$ cat src/rtl/tmcbs_pkg.sv
`timescale 1ns / 1ps

package tmcbs_pkg;

   // Format codes that bound the block-compressed range
   localparam logic [5:0] FmtFirstBlock = 6'd26;
   localparam logic [5:0] FmtLastBlock  = 6'd33;

   // Levels from this one on all share the same dimensions
   localparam logic [4:0] LastLevel = 5'd16;

   typedef struct packed {
      logic [5:0]  format_code;
      logic [7:0]  mip_count;
      logic [15:0] frame_count;
      logic [15:0] face_count;
      logic [15:0] base_width;
      logic [15:0] base_height;
      logic [15:0] slice_count;
   } req_type;

   typedef struct packed {
      logic [31:0] byte_length;
      logic        overflow;
   } rsp_type;

   // scale: bytes per pixel for plain formats, bytes per 4x4 block otherwise
   typedef struct packed {
      logic       block;
      logic [4:0] scale;
   } fmt_type;

   typedef enum logic [3:0] {
      ST_IDLE,
      ST_BASE_SLICE,
      ST_BASE_FRAME,
      ST_BASE_FACE,
      ST_DIM,
      ST_TERM,
      ST_TAIL,
      ST_ACC,
      ST_DONE
   } state_type;

   function automatic fmt_type fmt_lookup(input logic [5:0] code);
      fmt_type f;
      f.block = (code >= FmtFirstBlock) && (code <= FmtLastBlock);
      case (code) inside
         6'd0:                             f.scale = 5'd16;
         6'd1:                             f.scale = 5'd12;
         6'd2, 6'd3:                       f.scale = 5'd8;
         [6'd4:6'd11]:                     f.scale = 5'd4;
         [6'd12:6'd16]:                    f.scale = 5'd3;
         [6'd17:6'd22]:                    f.scale = 5'd2;
         [6'd23:6'd25]:                    f.scale = 5'd1;
         [6'd26:6'd30]:                    f.scale = 5'd16;
         [6'd31:6'd33]:                    f.scale = 5'd8;
         default:                          f.scale = 5'd0;
      endcase
      return f;
   endfunction

endpackage

$ cat src/rtl/texture_mip_chain_byte_size_top.sv
// Texture mip chain byte size: one transaction on req_ carries a texture query and, later,
// one transaction on rsp_ returns the total byte length of all mip levels (modulo 2^32)
// with an overflow flag set when the exact total reaches 2^32. All products go through a
// single shared 32x32 multiplier under a small sequencer, so one query is worked on at a
// time and req_stall stays high until the query has been handed to the output register:
// the sequencer first sets up the per-level factor slices*scale*frames*faces, then works
// each mip level in turn (width*height, times factor, accumulate), for at most seventeen
// levels (sixteen distinct ones plus the constant tail level); when mip_count exceeds
// sixteen the tail level costs one extra multiply by the remaining count. The result is
// then loaded into the output register and the sequencer returns to idle, where it takes
// the next query.
// A finished result waits in its own register, so the next query is taken while the
// previous result is still stalled.
`timescale 1ns / 1ps

module texture_mip_chain_byte_size_top
   import tmcbs_pkg::*;
(
   input  logic    clock,
   input  logic    reset,
   input  logic    req_valid,
   output logic    req_stall,
   input  req_type req_payload,
   output logic    rsp_valid,
   input  logic    rsp_stall,
   output rsp_type rsp_payload
);

   // sequencer and handshake
   state_type   state_ff, state_in;
   logic        rsp_valid_ff, rsp_valid_in;
   rsp_type     rsp_data_ff, rsp_data_in;

   // latched query
   logic        block_ff, block_in;
   logic [4:0]  scale_ff, scale_in;
   logic [7:0]  mips_ff, mips_in;
   logic [15:0] slices_ff, slices_in;
   logic [15:0] frames_ff, frames_in;
   logic [15:0] faces_ff, faces_in;
   logic [15:0] w_ff, w_in;
   logic [15:0] h_ff, h_in;
   logic [4:0]  lvl_ff, lvl_in;

   // working values: base and term carry their low 32 bits and a flag for "2^32 or more"
   logic [31:0] base_lo_ff, base_lo_in;
   logic        base_big_ff, base_big_in;
   logic [31:0] dim_ff, dim_in;
   logic [31:0] term_lo_ff, term_lo_in;
   logic        term_big_ff, term_big_in;
   logic [31:0] acc_ff, acc_in;
   logic        ovf_ff, ovf_in;

   // shared multiplier
   logic [31:0] mul_a, mul_b;
   logic        mul_a_big, mul_b_big;
   logic [63:0] mul_prod;
   logic        mul_zero, mul_big;

   fmt_type     fmt_info;
   logic [14:0] w_blk, h_blk;
   logic [15:0] dim_w, dim_h;
   logic [32:0] acc_sum;
   logic [4:0]  lvl_next;

   assign fmt_info = fmt_lookup(req_payload.format_code);

   // Exact low word of the product; the big flag tracks the full value since
   // every factor is non-negative: any zero factor forces a zero product.
   assign mul_prod = 64'(mul_a) * 64'(mul_b);
   assign mul_zero = ((mul_a == '0) && !mul_a_big) || ((mul_b == '0) && !mul_b_big);
   assign mul_big  = !mul_zero && (mul_a_big || mul_b_big || (mul_prod[63:32] != '0));

   // Level dimensions: block formats count 4x4 blocks, at least one per axis
   assign w_blk = 15'(({1'b0, w_ff} + 17'd3) >> 2);
   assign h_blk = 15'(({1'b0, h_ff} + 17'd3) >> 2);
   assign dim_w = !block_ff ? w_ff : ((w_blk == '0) ? 16'd1 : {1'b0, w_blk});
   assign dim_h = !block_ff ? h_ff : ((h_blk == '0) ? 16'd1 : {1'b0, h_blk});

   assign acc_sum  = {1'b0, acc_ff} + {1'b0, term_lo_ff};
   assign lvl_next = lvl_ff + 5'd1;

   always_comb begin
      state_in     = state_ff;
      rsp_valid_in = rsp_valid_ff && rsp_stall;
      rsp_data_in  = rsp_data_ff;
      block_in     = block_ff;
      scale_in     = scale_ff;
      mips_in      = mips_ff;
      slices_in    = slices_ff;
      frames_in    = frames_ff;
      faces_in     = faces_ff;
      w_in         = w_ff;
      h_in         = h_ff;
      lvl_in       = lvl_ff;
      base_lo_in   = base_lo_ff;
      base_big_in  = base_big_ff;
      dim_in       = dim_ff;
      term_lo_in   = term_lo_ff;
      term_big_in  = term_big_ff;
      acc_in       = acc_ff;
      ovf_in       = ovf_ff;
      mul_a        = '0;
      mul_b        = '0;
      mul_a_big    = 1'b0;
      mul_b_big    = 1'b0;

      unique case (state_ff)
         ST_IDLE: begin
            // take a new query; the previous result may still be waiting
            if (req_valid) begin
               block_in  = fmt_info.block;
               scale_in  = fmt_info.scale;
               mips_in   = req_payload.mip_count;
               slices_in = req_payload.slice_count;
               frames_in = req_payload.frame_count;
               faces_in  = req_payload.face_count;
               w_in      = req_payload.base_width;
               h_in      = req_payload.base_height;
               lvl_in    = '0;
               acc_in    = '0;
               ovf_in    = 1'b0;
               state_in  = ST_BASE_SLICE;
            end
         end
         ST_BASE_SLICE: begin
            mul_a       = 32'(slices_ff);
            mul_b       = 32'(scale_ff);
            base_lo_in  = mul_prod[31:0];
            base_big_in = mul_big;
            state_in    = ST_BASE_FRAME;
         end
         ST_BASE_FRAME: begin
            mul_a       = base_lo_ff;
            mul_a_big   = base_big_ff;
            mul_b       = 32'(frames_ff);
            base_lo_in  = mul_prod[31:0];
            base_big_in = mul_big;
            state_in    = ST_BASE_FACE;
         end
         ST_BASE_FACE: begin
            mul_a       = base_lo_ff;
            mul_a_big   = base_big_ff;
            mul_b       = 32'(faces_ff);
            base_lo_in  = mul_prod[31:0];
            base_big_in = mul_big;
            state_in    = (mips_ff == '0) ? ST_DONE : ST_DIM;
         end
         ST_DIM: begin
            // pixels or blocks in one slice of this level, always below 2^32
            mul_a    = 32'(dim_w);
            mul_b    = 32'(dim_h);
            dim_in   = mul_prod[31:0];
            state_in = ST_TERM;
         end
         ST_TERM: begin
            mul_a       = dim_ff;
            mul_b       = base_lo_ff;
            mul_b_big   = base_big_ff;
            term_lo_in  = mul_prod[31:0];
            term_big_in = mul_big;
            state_in    = (lvl_ff == LastLevel) ? ST_TAIL : ST_ACC;
         end
         ST_TAIL: begin
            // every level from LastLevel onward is identical
            mul_a       = term_lo_ff;
            mul_a_big   = term_big_ff;
            mul_b       = 32'(mips_ff - 8'(LastLevel));
            term_lo_in  = mul_prod[31:0];
            term_big_in = mul_big;
            state_in    = ST_ACC;
         end
         ST_ACC: begin
            acc_in = acc_sum[31:0];
            ovf_in = ovf_ff || acc_sum[32] || term_big_ff;
            // halve each dimension, holding 1 and 0 where they are
            w_in   = (w_ff > 16'd1) ? (w_ff >> 1) : w_ff;
            h_in   = (h_ff > 16'd1) ? (h_ff >> 1) : h_ff;
            lvl_in = lvl_next;
            if ((8'(lvl_next) == mips_ff) || (lvl_ff == LastLevel)) begin
               state_in = ST_DONE;
            end else begin
               state_in = ST_DIM;
            end
         end
         ST_DONE: begin
            // hold until the output register is free or being emptied
            if (!rsp_valid_ff || !rsp_stall) begin
               rsp_valid_in            = 1'b1;
               rsp_data_in.byte_length = acc_ff;
               rsp_data_in.overflow    = ovf_ff;
               state_in                = ST_IDLE;
            end
         end
         default: begin
            state_in = ST_IDLE;
         end
      endcase
   end

   always_ff @(posedge clock) begin
      if (reset) begin
         state_ff     <= ST_IDLE;
         rsp_valid_ff <= 1'b0;
      end else begin
         state_ff     <= state_in;
         rsp_valid_ff <= rsp_valid_in;
      end
   end

   always_ff @(posedge clock) begin
      rsp_data_ff <= rsp_data_in;
      block_ff    <= block_in;
      scale_ff    <= scale_in;
      mips_ff     <= mips_in;
      slices_ff   <= slices_in;
      frames_ff   <= frames_in;
      faces_ff    <= faces_in;
      w_ff        <= w_in;
      h_ff        <= h_in;
      lvl_ff      <= lvl_in;
      base_lo_ff  <= base_lo_in;
      base_big_ff <= base_big_in;
      dim_ff      <= dim_in;
      term_lo_ff  <= term_lo_in;
      term_big_ff <= term_big_in;
      acc_ff      <= acc_in;
      ovf_ff      <= ovf_in;
   end

   assign req_stall   = (state_ff != ST_IDLE);
   assign rsp_valid   = rsp_valid_ff;
   assign rsp_payload = rsp_data_ff;

endmodule
$ cat config.mk
export PLATFORM = sky130hd
export DESIGN_NAME = texture_mip_chain_byte_size_top
export DESIGN_NICKNAME = d
export VERILOG_FILES = /design/src/rtl/tmcbs_pkg.sv /design/src/rtl/texture_mip_chain_byte_size_top.sv
export SDC_FILE = /design/constraint.sdc
export NUM_CORES = 2
export LEC_CHECK = 0
export BUFFER_PORTS_ARGS = -buffer_cell sky130_fd_sc_hd__buf_2
export CELL_PAD_IN_SITES_DETAIL_PLACEMENT = 0
export CELL_PAD_IN_SITES_GLOBAL_PLACEMENT = 2
export CORE_ASPECT_RATIO = 1.5
export CORE_MARGIN = 5
export CORE_UTILIZATION = 42
export CTS_BUF_LIST = sky130_fd_sc_hd__clkbuf_16
export CTS_CLUSTER_SIZE = 10
export DETAILED_ROUTE_END_ITERATION = 6
export HOLD_SLACK_MARGIN = 0.03
export PLACE_DENSITY_LB_ADDON = 0.1
export SYNTH_ARGS = -nofsm -noshare
export SYNTH_HDL_FRONTEND = slang
export SYNTH_SLANG_ARGS = --single-unit
export TNS_END_PERCENT = 20
$ cat constraint.sdc
create_clock -name clock -period 14.3 [get_ports clock]
set_clock_uncertainty 0.2 [all_clocks]
set_input_delay 1.43 -clock clock [delete_from_list [all_inputs] [get_ports clock]]
set_output_delay 1.43 -clock clock [all_outputs]
set_load 0.02 [all_outputs]
======== Word level (Yosys, flattened, before mapping) ========
Index checks and enable logic that the tools add are counted.
word-level totals
  bits in latches ......................... 0
  memories ................................ 0
  memory bits (writable) .................. 0
  logic and storage cells ................. 138
  memory bits (read-only) ................. 0
  register bits ........................... 268
  input bits .............................. 98
cells by class
  add/sub/neg operators ................... 5
  order comparisons ....................... 14
  shifts and indexed selects .............. 0
  $mul .................................... 1
  reductions and logical operators ........ 44
  multiplexer cells ....................... 36
  bitwise logic cells ..................... 0
  div/mod/pow operators ................... 0
  equal/unequal tests ..................... 17
operators with widths
  kind                                                               number
  one-hot mux 32 bit (6 select lines)                                1
  one-hot mux 32 bit (5 select lines)                                1
  2-to-1 mux 16 bit                                                  6
  zero test 32 bit                                                   2
  multiplier 32 x 32 -> 64 bit                                       1
  one-hot mux 16 bit (2 select lines)                                2
  one-hot mux 32 bit (2 select lines)                                1
  2-to-1 mux 5 bit                                                   8
  one-hot mux 4 bit (9 select lines)                                 1
  adder 16 x 2 -> 17 bit, second input constant                      2
  adder 32 x 32 -> 33 bit                                            1
  > comparator 16 x 1 -> 1 bit, second input constant                2
  2-to-1 mux 32 bit                                                  1
  nonzero test 32 bit                                                1
  zero test 15 bit                                                   2
  2-to-1 mux 15 bit                                                  2
  greater-or-equal comparator 6 x 5 -> 1 bit, second input constant  4
  <= comparator 6 x 5 -> 1 bit, second input constant                4
  2-to-1 mux 4 bit                                                   5
  == test 4 x 3 -> 1 bit, second input constant                      4
  == test 6 x 2 -> 1 bit, second input constant                      2
  logical AND 1 bit                                                  11
  one-hot mux 5 bit (2 select lines)                                 1
  subtractor 8 x 5 -> 9 bit, second input constant                   1
  26 further kinds                                                   51

======== Longest topological paths before layout ========
  depth in word-level cells ............... 10
  mapped depth ............................ 40

======== Worst setup path after synthesis ========
No wires, ideal clock.
  path kind ............................... reg2reg
  start ................................... register state_ff[2]
  end ..................................... register base_big_ff, data pin
  clock period less this slack ............ 9890 ps
  path slack .............................. 4410 ps
  data required time ...................... 13827 ps
  arrival time ............................ 9418 ps
  cell stages (with the launch flop) ...... 35
  cell sequence ........................... dfxtp_1 nor2b_1 buf_2 nand2_1 inv_1 clkbuf_1 nand2_1 o211a_1 clkbuf_1 or2_2 fa_1 inv_1 fa_1 inv_1 fa_1 inv_1 fa_1 fa_1 fa_1 fa_1 inv_1 fa_1 inv_1 ha_1 buf_4 nand2_1 or4_4 or3_4 a211oi_4 or3_4 a21boi_4 a2111oi_4 nand4_1 nor4_1 a31oi_1
between the ends
  longest elaborated chain between the ends .. 8
  elaborated cells on any way between the ends .. 24
RTL lines
  item                                                                  line                                    source
  from (decl)                                                           texture_mip_chain_byte_size_top.sv:30   state_type state_ff, state_in;
  from (signal assigned)                                                texture_mip_chain_byte_size_top.sv:206  state_ff <= state_in;
  branches (longest 7 deep; another with multiplier 32 x 32 -> 64 bit)  n/a
  logical AND 1 bit (*)                                                 texture_mip_chain_byte_size_top.sv:72   assign mul_big = !mul_zero && (mul_a_big || mul_b_big || (mul_prod[63:32] != '0));
  named net mul_big                                                     texture_mip_chain_byte_size_top.sv:58   logic mul_zero, mul_big;
  to (signal assigned)                                                  texture_mip_chain_byte_size_top.sv:223  base_big_ff <= base_big_in;
  to (decl)                                                             texture_mip_chain_byte_size_top.sv:47   logic base_big_ff, base_big_in;
Mark *: on every way through the listed nets, which the timed path passes.
A chain may end at the register's enable or synchronous reset.

======== Worst setup path in the final report ========
  start ................................... register state_ff[1]
  end ..................................... register term_big_ff, data pin
between the ends
  longest elaborated chain between the ends .. 8
  elaborated cells on any way between the ends .. 24
RTL lines
  item                                                                  line                                    source
  branches (longest 7 deep; another with multiplier 32 x 32 -> 64 bit)  n/a
  logical AND 1 bit (*)                                                 texture_mip_chain_byte_size_top.sv:72
  named net mul_big                                                     texture_mip_chain_byte_size_top.sv:58
  to (signal assigned)                                                  texture_mip_chain_byte_size_top.sv:226  term_big_ff <= term_big_in;
  to (decl)                                                             texture_mip_chain_byte_size_top.sv:50   logic term_big_ff, term_big_in;
Marked as above.

==> impl_metrics.py <==
metrics = {
    "status": {
        "outcome": "finished clean",
    },
    "sta": {
        "relSlewSlack_pct": 13.06,
        "finalMaxSlewViolations": 0,
        "setup_violations": 0,
        "fin_crit_sh_pct": 90.22,
        "hold_violations": 0,
        "rsz0062_at_grt": "no",
        "tns_ns": 0,
        "tightest_slew_ns": 1.299,
        "fin_crit_ns": 12.90,
        "clock.fmax_mhz": 77.51,
    },
    "cts": {
        "ctsHoldBuffers": 0,
        "cts_tree": "built",
        "insertion_delay_ns": 0.61,
        "cts_buffers": 31,
        "htreeDepth": 1,
        "clk_path_buf_depth": 3,
        "cts_setup_buffers": 0,
        "path_clk_slew_ns": 0.06,
        "cts_sinks": 268,
        "cts_root_buf": "clkbuf_16",
        "ctsResizeCount": 0,
    },
    "cells_and_area": {
        "fin_cells": 6423,
        "final_cell_mix": "inv_1 (933), fa_1 (897), nor2_1 (860)",
        "final_nets": 6276,
        "drive_gt1_share_pct": 7.223,
        "layout_commonest_cell": "inv_1",
        "synthToLayoutAreaGrowth_pct": 6.843,
        "insertedDiodeCount": 0,
        "n_fill_cell": 10970,
    },
    "grt": {
        "grt_pass1_vias": 39630,
        "grt_pass1_wl_um": 264500,
        "globalRouteOverflowTotal": 0,
        "grt_max_degree": 71,
        "grt_usage_pct": 31.18,
        "antenna_found_initial": 2,
    },
    "detailed_routing": {
        "first_pass_iters": 5,
        "ant_nets": 0,
        "drt_iter0_markers": 2421,
        "routed_wl_um": 182400,
        "dr_total_vias": 36280,
        "vias_per_cell": 5.648,
        "avgRoutedWirePerCell_um": 28.40,
        "route.detailed.drc": 0,
    },
    "floorplanning": {
        "die_area_um2": 116300,
        "pin_count": 133,
        "initial_core_util_pct": 42.34,
        "die_w_um": 280.1,
        "die_y_um": 415.1,
        "placementRows": 148,
        "core_um2": 108500,
    },
    "place": {
        "io_buffers": 132,
        "gp_congestion": 0.9359,
        "dp.cells": 6375,
        "dp_hpwl_um": 146600,
    },
    "logic_synthesis": {
        "ys_ff_latch": 268,
        "netlist_area_um2": 45950,
        "synth_top_flop_cell": "edfxtp_1",
        "synthesis.nets": 6280,
        "async_reset_ff_share_pct": 0,
        "syn_area_per_cell_um2": 9.214,
        "synth_cell_types": 99,
        "synth-edff-count": 263,
        "synth_warnings": 0,
        "syn_inst": 4987,
        "ys_seq_area_share_pct": 17.41,
    },
    "worst_hold_path": {
        "hold_class": "flop to flop",
        "hold_depth": 0,
    },
    "worst_setup_path": {
        "critPathMaxStageDelay_ns": 1.04,
        "reg2regPathDepth": 31,
        "crit_arrival_ns": 13.03,
        "path_class": "flop to flop",
        "end_kind": "flop",
        "critPathMaxFanout": 24,
        "slowest_stage": "nand3_1",
        "critPathRequiredTime_ns": 14.43,
        "start_kind": "flop",
        "critPathMostFrequentCell": "fa_1",
    },
    "power_and_ir_drop": {
        "ir_drop_v": 0.00009770,
        "total_leakage_power_nw": 19.70,
        "power_density_nw_per_um2": 56.62,
    },
    "job": {
        "maxCapViolCount": 0,
    },
}
[cells by family after synthesis]
| logic type | Yosys count | synth area share (%) |
|---|---|---|
| buffers and inverters | 1182 | 9.942 |
| muxes | 6 | 0.1334 |
| xor gates and xnor gates | 96 | 1.830 |
| adders and majority gates | 1195 | 47.20 |
| AOI/OAI and AO/OA | 541 | 7.788 |
| DFF | 268 | 17.41 |
| and+or+nand+nor | 1699 | 15.70 |
[cell usage after synthesis (all sizes together) (7+ instances only)]
library cell	number	area share, %
a2111oi	7	0.23
a211oi	21	0.38
a21o	22	0.36
a21oi	162	1.8
a222oi	9	0.20
a22oi	48	0.78
a31oi	15	0.23
and2	17	0.23
and3	16	0.22
and4	9	0.17
buf	36	0.44
clkbuf	221	1.9
edfxtp	263	17
fa	897	39
ha	298	8.1
inv	922	7.5
nand2	499	4.1
nand2b	60	0.82
nand3	49	0.53
nand4	54	0.74
nor2	870	7.1
nor2b	11	0.15
nor3	33	0.37
nor3b	9	0.17
nor4	27	0.38
o211ai	17	0.29
o21a	17	0.28
o21ai	126	1.4
o21bai	10	0.16
o22ai	10	0.14
o31ai	10	0.16
or2	24	0.33
or3	7	0.12
xnor2	59	1.1
xor2	37	0.71
[final timing paths]
check                    from  slack, ns        endpoint
hold / removal      acc_ff[7]       0.25  rsp_payload[8]
setup reg to reg  state_ff[1]       1.40     term_big_ff
hold reg to reg     acc_ff[7]       0.25  rsp_payload[8]
setup / recovery  state_ff[1]       1.40     term_big_ff
[critical path: cells and delay by family (launching register included)]
kind / cells / cell delay [ns]
DFF: 1 / 0.81
buffers and inverters: 5 / 0.59
and+or+nand+nor: 10 / 4.54
adders and majority gates: 9 / 4.49
AOI/OAI and AO/OA: 7 / 1.96
[stage by stage]
step	total power [mW]	utilization (%)	setup slack, ns	hold WS [ns]	instance area, um^2
finish	2.780	45.24	1.399	0.2514	49090
global route	2.877	45.24	0.8778	0.2687	49090
CTS	2.779	45.24	1.487	0.2516	49090
detailed placement	2.059	44.47	1.513	0.2423	48250
global placement	2.056	44.47	1.671	0.2435	48250
floorplan	1.577	-	4.410	0.2274	45950
[registers in the layout, indices dropped and copies added (netlist names), 4 cells and up]
name         cells
w_ff            16
slices_ff       16
rsp_payload     33
h_ff            16
mips_ff          8
frames_ff       16
base_lo_ff      32
faces_ff        16
dim_ff          32
scale_ff         5
lvl_ff           5
state_ff         4
term_lo_ff      32
acc_ff          32
[cell type report]
type | count | area, um^2 | area share [%]
clock buffers | 31 | 775.7 | 1.580
clock inverters | 17 | 65.06 | 0.1325
inverters | 923 | 3465 | 7.057
multi-input cells | 3537 | 33660 | 68.56
flip-flops and latches | 268 | 7998 | 16.29
well taps | 1425 | 1783 | 3.632
repair buffers | 222 | 1349 | 2.747
[report_power, final]
group	switching, mW	total, mW	internal (mW)	leakage, nW
Clock	0.336	0.718	0.382	0.460
Sequential	0.0950	1.06	0.962	2.54
Combinational	0.722	1.01	0.283	16.7
[metal layers]
layer	track usage, %	wire, um	vias up
met5	0	0	-
met4	25.15	19660	0
met3	2.509	7692	524
met2	57.23	95920	1288
met1	32.11	59120	18920
li1	-	-	15550
No activity file was read; power rests on OpenSTA's default activity.
